==> config.mk <==
export PLATFORM = sky130hd
export DESIGN_NAME = caret_semicolon_frame_parser_core
export DESIGN_NICKNAME = d
export VERILOG_FILES = /design/src/design/csfp_pkg.sv /design/src/design/caret_semicolon_frame_parser_core.sv /design/src/design/csfp_arg_cell.sv /design/src/design/csfp_frame_ctrl.sv
export VERILOG_INCLUDE_DIRS = /design/src /design/src/design
export SDC_FILE = /design/constraint.sdc
export NUM_CORES = 1
export LEC_CHECK = 0
export ABC_AREA = 1
export ABC_CLOCK_PERIOD_IN_PS = 12900
export BUFFER_PORTS_ARGS = -buffer_cell sky130_fd_sc_hd__buf_2
export CAP_MARGIN = 20
export CORE_UTILIZATION = 40
export CTS_CLUSTER_DIAMETER = 80
export DETAILED_ROUTE_END_ITERATION = 12
export HOLD_SLACK_MARGIN = 0.12
export PLACE_DENSITY_LB_ADDON = 0.15
export SYNTH_ARGS = -nofsm -noshare
export SYNTH_HDL_FRONTEND = slang
export SYNTH_HIERARCHICAL = 1
export SYNTH_SLANG_ARGS = --single-unit
==> constraint.sdc <==
create_clock -name clk -period 12.9 [get_ports clk]
set_clock_uncertainty 0.2 [all_clocks]
set_input_delay 3.87 -clock clk [delete_from_list [all_inputs] [get_ports clk]]
set_output_delay 3.87 -clock clk [all_outputs]
set_load 0.1 [all_outputs]
==> src/design/caret_semicolon_frame_parser_core_assert.svh <==
// assertion macros for the caret/semicolon frame parser
`ifndef CARET_SEMICOLON_FRAME_PARSER_CORE_ASSERT_SVH
`define CARET_SEMICOLON_FRAME_PARSER_CORE_ASSERT_SVH

// same-cycle implication
`define CSFP_ASSERT_NOW(lbl, ante, cons) \
	lbl: assert property (@(posedge clk) disable iff (!arst_n) (ante) |-> (cons)) \
		else $error("frame parser check failed");

// next-cycle implication
`define CSFP_ASSERT_NEXT(lbl, ante, cons) \
	lbl: assert property (@(posedge clk) disable iff (!arst_n) (ante) |=> (cons)) \
		else $error("frame parser check failed");

`endif

==> src/design/csfp_pkg.sv <==
// package for the caret/semicolon frame parser: codes, types, character classes
package csfp_pkg;

	localparam logic [7:0] CH_CARET = 8'h5E;
	localparam logic [7:0] CH_SEMI = 8'h3B;
	localparam logic [7:0] CASE_OFFSET = 8'h20;
	localparam int CMD_LEN_MAX = 3;
	localparam int FRAME_SLACK = 8;

	typedef enum logic {
		PH_COLLECT,
		PH_EMIT
	} phase_t;

	typedef struct packed {
		logic [6:0] first;
		logic [6:0] second;
		logic [6:0] third;
	} cmd_t;

	typedef struct packed {
		logic ok;
		logic present;
	} close_t;

	function automatic logic is_upper(input logic [7:0] c);
		return c inside {[8'h41:8'h5A]};
	endfunction

	function automatic logic is_lower(input logic [7:0] c);
		return c inside {[8'h61:8'h7A]};
	endfunction

	function automatic logic is_letter(input logic [7:0] c);
		logic hit;
		hit = is_upper(c) || is_lower(c);
		if (c inside {8'hAA, 8'hB5, 8'hBA})
			hit = 1'b1;
		if ((c inside {[8'hC0:8'hFF]}) && !(c inside {8'hD7, 8'hF7}))
			hit = 1'b1;
		return hit;
	endfunction

endpackage

==> src/design/caret_semicolon_frame_parser_core.sv <==
// Caret/semicolon command frame parser: one received byte per input beat, frames of the form
// '^' command ';' with a 2 or 3 letter command and up to MAX_ARG argument bytes held in a
// chain of byte cells. While collecting, one byte is taken every cycle. After the ';' of a
// valid frame the input is held off while the results drain from the head of the cell chain,
// one per cycle when the output is ready, so a frame gives max(1, argument length) results
// on the output; the chain shifts one cell per result. No clearing pass after reset is needed.
module caret_semicolon_frame_parser_core #(
	parameter int MAX_ARG = 32
) (
	input  logic        clk,
	input  logic        arst_n,
	input  logic        s_tvalid,
	output logic        s_tready,
	input  logic [7:0]  s_tdata,   // [7:0] rx_byte
	output logic        m_tvalid,
	input  logic        m_tready,
	output logic [31:0] m_tdata,   // [6:0] cmd_first, [13:7] cmd_second, [20:14] cmd_third,
	                               // [28:21] arg_byte, [31:29] zero
	output logic        m_tuser,   // [0] arg_present
	output logic        m_tlast
);

	`include "caret_semicolon_frame_parser_core_assert.svh"

	localparam int IDX_W = (MAX_ARG > 1) ? $clog2(MAX_ARG) : 1;
	localparam int CNT_W = $clog2(MAX_ARG + 2);

	csfp_pkg::phase_t phase_q;
	csfp_pkg::phase_t phase_d;
	csfp_pkg::cmd_t   cmd;
	csfp_pkg::close_t close;

	logic             beat_in;
	logic             beat_out;
	logic             wr_en;
	logic [IDX_W-1:0] wr_idx;
	logic [CNT_W-1:0] arg_count;
	logic [CNT_W-1:0] remain_q;
	logic             present_q;
	logic [7:0]       chain [MAX_ARG];
	logic [7:0]       arg_byte;

	assign beat_in = s_tvalid && s_tready;
	assign beat_out = m_tvalid && m_tready;

	csfp_frame_ctrl #(
		.MAX_ARG(MAX_ARG),
		.IDX_W(IDX_W),
		.CNT_W(CNT_W)
	) u_ctrl (
		.clk(clk),
		.arst_n(arst_n),
		.beat(beat_in),
		.rx_byte(s_tdata),
		.wr_en(wr_en),
		.wr_idx(wr_idx),
		.arg_count(arg_count),
		.cmd(cmd),
		.close(close)
	);

	for (genvar i = 0; i < MAX_ARG; i++) begin : g_cell
		logic [7:0] next_data;
		if (i == MAX_ARG - 1) begin : g_tail
			assign next_data = 8'h00;
		end else begin : g_link
			assign next_data = chain[i+1];
		end
		csfp_arg_cell #(
			.IDX_W(IDX_W),
			.INDEX(i)
		) u_cell (
			.clk(clk),
			.load(wr_en),
			.wr_idx(wr_idx),
			.din(s_tdata),
			.shift(beat_out),
			.next_data(next_data),
			.data(chain[i])
		);
	end

	always_comb begin
		phase_d = phase_q;
		case (phase_q)
			csfp_pkg::PH_COLLECT: begin
				if (close.ok)
					phase_d = csfp_pkg::PH_EMIT;
			end
			csfp_pkg::PH_EMIT: begin
				if (beat_out && (remain_q == CNT_W'(1)))
					phase_d = csfp_pkg::PH_COLLECT;
			end
			default: phase_d = csfp_pkg::PH_COLLECT;
		endcase
	end

	always_ff @(posedge clk or negedge arst_n) begin
		if (!arst_n) begin
			phase_q <= csfp_pkg::PH_COLLECT;
			remain_q <= '0;
			present_q <= 1'b0;
		end else begin
			phase_q <= phase_d;
			if (close.ok) begin
				remain_q <= close.present ? arg_count : CNT_W'(1);
				present_q <= close.present;
			end else if (beat_out) begin
				remain_q <= remain_q - CNT_W'(1);
			end
		end
	end

	always_comb begin
		s_tready = 1'b0;
		m_tvalid = 1'b0;
		case (phase_q)
			csfp_pkg::PH_COLLECT: s_tready = 1'b1;
			csfp_pkg::PH_EMIT:    m_tvalid = 1'b1;
			default: begin
				s_tready = 1'b0;
				m_tvalid = 1'b0;
			end
		endcase
	end

	assign arg_byte = present_q ? chain[0] : 8'h00;
	assign m_tdata = {3'b000, arg_byte, cmd.third, cmd.second, cmd.first};
	assign m_tuser = present_q;
	assign m_tlast = (remain_q == CNT_W'(1));

	`CSFP_ASSERT_NOW(a_no_input_while_emit, phase_q == csfp_pkg::PH_EMIT, !s_tready)
	`CSFP_ASSERT_NEXT(a_close_starts_emit, close.ok, m_tvalid)
	`CSFP_ASSERT_NEXT(a_last_ends_emit, beat_out && m_tlast, s_tready && !m_tvalid)
	`CSFP_ASSERT_NOW(a_empty_arg_single, m_tvalid && !m_tuser, m_tlast)

endmodule

==> src/design/csfp_arg_cell.sv <==
// one argument byte cell of the buffer chain
module csfp_arg_cell #(
	parameter int IDX_W = 5,
	parameter int INDEX = 0
) (
	input  logic             clk,
	input  logic             load,
	input  logic [IDX_W-1:0] wr_idx,
	input  logic [7:0]       din,
	input  logic             shift,
	input  logic [7:0]       next_data,
	output logic [7:0]       data
);

	logic [7:0] data_q;

	always_ff @(posedge clk) begin
		if (shift) begin
			data_q <= next_data;
		end else if (load && (wr_idx == IDX_W'(INDEX))) begin
			data_q <= din;
		end
	end

	assign data = data_q;

endmodule

==> src/design/csfp_frame_ctrl.sv <==
// frame tracking: caret hunt, command letter run, argument count, overlong abandon
module csfp_frame_ctrl #(
	parameter int MAX_ARG = 32,
	parameter int IDX_W = 5,
	parameter int CNT_W = 6
) (
	input  logic                clk,
	input  logic                arst_n,
	input  logic                beat,
	input  logic [7:0]          rx_byte,
	output logic                wr_en,
	output logic [IDX_W-1:0]    wr_idx,
	output logic [CNT_W-1:0]    arg_count,
	output csfp_pkg::cmd_t      cmd,
	output csfp_pkg::close_t    close
);

	localparam int FC_MAX = MAX_ARG + csfp_pkg::FRAME_SLACK - 1;
	localparam int FC_W = $clog2(FC_MAX + 1);

	logic             in_frame_q;
	logic             in_letters_q;
	logic [FC_W-1:0]  frame_count_q;
	logic [2:0]       tok_len_q;
	logic             tok_bad_q;
	logic [CNT_W-1:0] arg_count_q;
	logic [6:0]       tok_q [csfp_pkg::CMD_LEN_MAX];

	logic       is_caret;
	logic       is_semi;
	logic       body;
	logic       letter;
	logic [7:0] up;

	assign is_caret = (rx_byte == csfp_pkg::CH_CARET);
	assign is_semi = (rx_byte == csfp_pkg::CH_SEMI);
	assign body = beat && in_frame_q && !is_caret && !is_semi;
	assign letter = in_letters_q && csfp_pkg::is_letter(rx_byte);
	assign up = csfp_pkg::is_lower(rx_byte) ? (rx_byte - csfp_pkg::CASE_OFFSET) : rx_byte;

	always_ff @(posedge clk or negedge arst_n) begin
		if (!arst_n) begin
			in_frame_q <= 1'b0;
			in_letters_q <= 1'b0;
			frame_count_q <= '0;
			tok_len_q <= '0;
			tok_bad_q <= 1'b0;
			arg_count_q <= '0;
		end else if (beat) begin
			if (is_caret) begin
				in_frame_q <= 1'b1;
				in_letters_q <= 1'b1;
				frame_count_q <= '0;
				tok_len_q <= '0;
				tok_bad_q <= 1'b0;
				arg_count_q <= '0;
			end else if (in_frame_q) begin
				if (is_semi) begin
					in_frame_q <= 1'b0;
					in_letters_q <= 1'b0;
				end else begin
					if (letter) begin
						if ((tok_len_q < 3'(csfp_pkg::CMD_LEN_MAX)) && !csfp_pkg::is_upper(up))
							tok_bad_q <= 1'b1;
						if (tok_len_q >= 3'(csfp_pkg::CMD_LEN_MAX))
							tok_bad_q <= 1'b1;
						if (tok_len_q <= 3'(csfp_pkg::CMD_LEN_MAX))
							tok_len_q <= tok_len_q + 3'd1;
					end else begin
						in_letters_q <= 1'b0;
						if (arg_count_q <= CNT_W'(MAX_ARG))
							arg_count_q <= arg_count_q + CNT_W'(1);
					end
					if (frame_count_q == FC_W'(FC_MAX)) begin
						in_frame_q <= 1'b0;
						in_letters_q <= 1'b0;
						frame_count_q <= '0;
					end else begin
						frame_count_q <= frame_count_q + FC_W'(1);
					end
				end
			end
		end
	end

	always_ff @(posedge clk) begin
		if (body && letter && (tok_len_q < 3'(csfp_pkg::CMD_LEN_MAX)))
			tok_q[tok_len_q[1:0]] <= up[6:0];
	end

	assign wr_en = body && !letter && (arg_count_q < CNT_W'(MAX_ARG));
	assign wr_idx = arg_count_q[IDX_W-1:0];
	assign arg_count = arg_count_q;

	assign cmd.first = tok_q[0];
	assign cmd.second = tok_q[1];
	assign cmd.third = (tok_len_q == 3'(csfp_pkg::CMD_LEN_MAX)) ? tok_q[2] : 7'd0;

	assign close.ok = beat && in_frame_q && is_semi && !tok_bad_q
		&& ((tok_len_q == 3'd2) || (tok_len_q == 3'd3))
		&& (arg_count_q <= CNT_W'(MAX_ARG));
	assign close.present = (arg_count_q != '0);

endmodule

==> run_results.csv <==
group,metric,value,unit
sta,slew_headroom,0.3849,
power_and_ir_drop,finalPower,3.077,mW
drt,dr.pass1.iters,5,
sta,fin_crit_sh,0.5146,
setup_path,crit_type,"in -> reg",
floorplanning,die_y,193.9,microns
drt,num_vias,10510,
grt,grt_use_met2,0.3106,
clocking,clock_tree.buffer_depth,3,
power_and_ir_drop,p_per_area,187.6,nW/um^2
place,gp_congestion,0.7915,
synth,synth-edff-count,277,
grt,antenna_found_initial,0,
run_status,status,"complete, no violations",
drt,ant_nets,0,
finish,layout-drive-gt1-share,0.09817,
synth,postSynthCellCount,1660,
floorplanning,start_util,0.4103,
grt,grt_max_degree,159,
grt,grt_pass1_wl,54340,microns
floorplanning,die_area,37610,sq um
job,maxCapViolCount,0,
drt,drc,0,
clocking,cts_buffers,36,
floorplanning,io_pins,48,
drt,wl_per_cell,14.83,microns
finish,area_growth,11.35,%
sta,setup_tns,0,ns
clocking,cts_root_buffer,"clkbuf_16",
place,place_hpwl,18440,microns
drt,via_per_inst,4.747,
floorplanning,coreArea,35910,sq um
power_and_ir_drop,vdd_ir_drop_max,0.08987,mV
finish,postLayoutCoreUtil,0.4569,
sta,rsz0062_at_grt,"no",
setup_path,cp.required,12.87,ns
clocking,clock-sinks,303,
grt,grt_pass1_vias,10490,
power_and_ir_drop,leakage,7.773,nW
synth,synth.distinct_cells,37,
sta,final-hold-violation-count,0,
synth,syn_area_per_cell,8.877,sq um
grt,grt_usage,0.1800,
clocking,path_clk_slew,0.06,ns
finish,final_nets,1750,
worst_hold_path,min_path_type,"reg -> reg",
grt,grtUsageMet1,0.2327,
clocking,clkLatencyLatePin,0.52,ns
setup_path,worst_setup_path_start_kind,"input pin",
setup_path,arrival,6.61,ns
clocking,cts-htree-levels,2,
sta,max_freq,150.6,MHz
finish,layout_common_cells,"nand2_1 (933), edfxtp_1 (277), inv_1 (114), nor2_1 (94), nand3_1 (56)",
finish,finalNonFillerCells,2213,
place,port-buffer-count,44,
clocking,cts_resized,0,
drt,drt_wl_total,32810,microns
grt,grt_util_met3,0.02644,
synth,synth-seq-cells,303,
sta,setup_violations,0,
place,placed_cells,2148,
setup_path,crit_fanout,37,
finish,seqCellArea,8969,sq um
floorplanning,placementRows,69,
finish,final_common_cell,"nand2_1",
synth,ys_seq_area_frac,0.6086,
clocking,cts_tree,"yes",
grt,top_usage_layer,"met2",
finish,multiInputGateArea,4796,sq um
sta,min_period,6.638,ns
synth,yosys_warnings,6,
clocking,postCtsSetupRepairBufs,0,
sta,drv_slew,0,
synth,synthArstFlopShare,0.08581,
clocking,cts_hold_buf,0,
grt,grt_overflow,0,
floorplanning,die_w,193.9,microns
synth,synthFlopType,"edfxtp_1",
setup_path,setup.worst_path.end_class,"register",
synth,syn_area,14740,sq um
finish,diodes,0,
drt,drt_iter0_markers,775,
finish,num-fill-cells,3478,
sta,worst_slew_pin_slew,0.9226,ns
## cell families (layout without fill, tap and decap cells)
group	Yosys count	after routing	synth area share
AOI/OAI and AO/OA	25	25	0.009850
xor gates and xnor gates	5	5	0.002972
adders and majority gates	13	13	0.01104
buffers and inverters	196	278	0.06886
DFF	303	303	0.6086
other	1	11	0.0002545
and+or+nand+nor	1117	1117	0.2984
## synthesized netlist by cell type, drive strengths merged (5+ instances only)
master,n,area (sq um)
nand4,6,37.54
buf,41,425.4
xor2,5,43.79
inv,152,573.1
edfxtp,277,8318
nand2,942,3597
nand3,56,280.3
dfrtp,26,650.6
ha,13,162.7
nor2,101,411.6
o21ai,12,60.06
a21oi,7,38.79
nor3,8,45.04
## where the power goes
group,internal [mW],total (mW),switching (mW)
Sequential,1.40,1.48,0.0737
Clock,0.585,0.982,0.397
Combinational,0.151,0.618,0.467
Total,2.14,3.08,0.937
## worst paths after layout
| kind | startpoint | end | slack [ns] | cells past startpoint |
|---|---|---|---|---|
| max in group asynchronous | arst_n | u_ctrl/tok_len_q[0]$_DFFE_PN0P_ | 8.94 | 1 |
| worst max register to register | phase_q$_DFF_PN0_ | g_cell[2].u_cell/data[0]$_DFFE_PP_ | 9.67 | 5 |
| worst min register to register | u_ctrl/tok_bad_q$_DFFE_PN0P_ | u_ctrl/tok_bad_q$_DFFE_PN0P_ | 0.28 | 2 |
| min in group asynchronous | arst_n | u_ctrl/in_letters_q$_DFFE_PN0P_ | 3.16 | 1 |
| worst min-delay path | u_ctrl/tok_bad_q$_DFFE_PN0P_ | u_ctrl/tok_bad_q$_DFFE_PN0P_ | 0.28 | 2 |
| worst max-delay path | s_tdata[5] | g_cell[2].u_cell/data[0]$_DFFE_PP_ | 6.26 | 16 |
## critical path, stage by stage
cell,delay (ns)
buf_2,0.08
buf_4,0.47
inv_2,0.15
ha_1,0.23
nand3_1,0.07
o21ai_0,0.09
nand2_1,0.07
nand4_1,0.09
nand2_1,0.17
inv_1,0.11
nor4_2,0.16
buf_4,0.46
inv_1,0.09
nor2_1,0.11
nand3_1,0.08
nand2_1,0.27
## cell type report
class | instances | share of cell area
repair buffers | 60 | 0.02074
multi-input cells | 1171 | 0.2923
well taps | 461 | 0.03515
clock inverters | 23 | 0.01174
inverters | 153 | 0.03592
clock buffers | 42 | 0.05757
flip-flops and latches | 303 | 0.5466
## metrics by stage
step	cell area, sq um	hold WS (ns)	setup slack (ns)
6_report	16410	0.2793	6.262
5_1_grt	16410	0.2947	5.930
4_1_cts	16410	0.2753	6.270
3_5_place_dp	15270	0.2612	5.744
3_3_place_gp	15270	0.2497	5.828
2_1_floorplan	14770	0.2354	5.011
## state kept, by name, summed over array words and instances, names as in the netlist
name,flops
u_ctrl/frame_count_q,6
m_tuser,1
g_cell.u_cell/data,256
remain_q,6
phase_q,1
u_ctrl/tok_bad_q,1
u_ctrl/tok_len_q,3
u_ctrl/in_frame_q,1
u_ctrl/arg_count,6
u_ctrl/tok_q,21
u_ctrl/in_letters_q,1
## routing by layer
metal	vias up	routed length, microns
li1	5369	-
met2	187	15890
met3	55	1176
met4	0	715
met5	-	0
met1	4895	15030
Power figures use the tool's default switching activity.
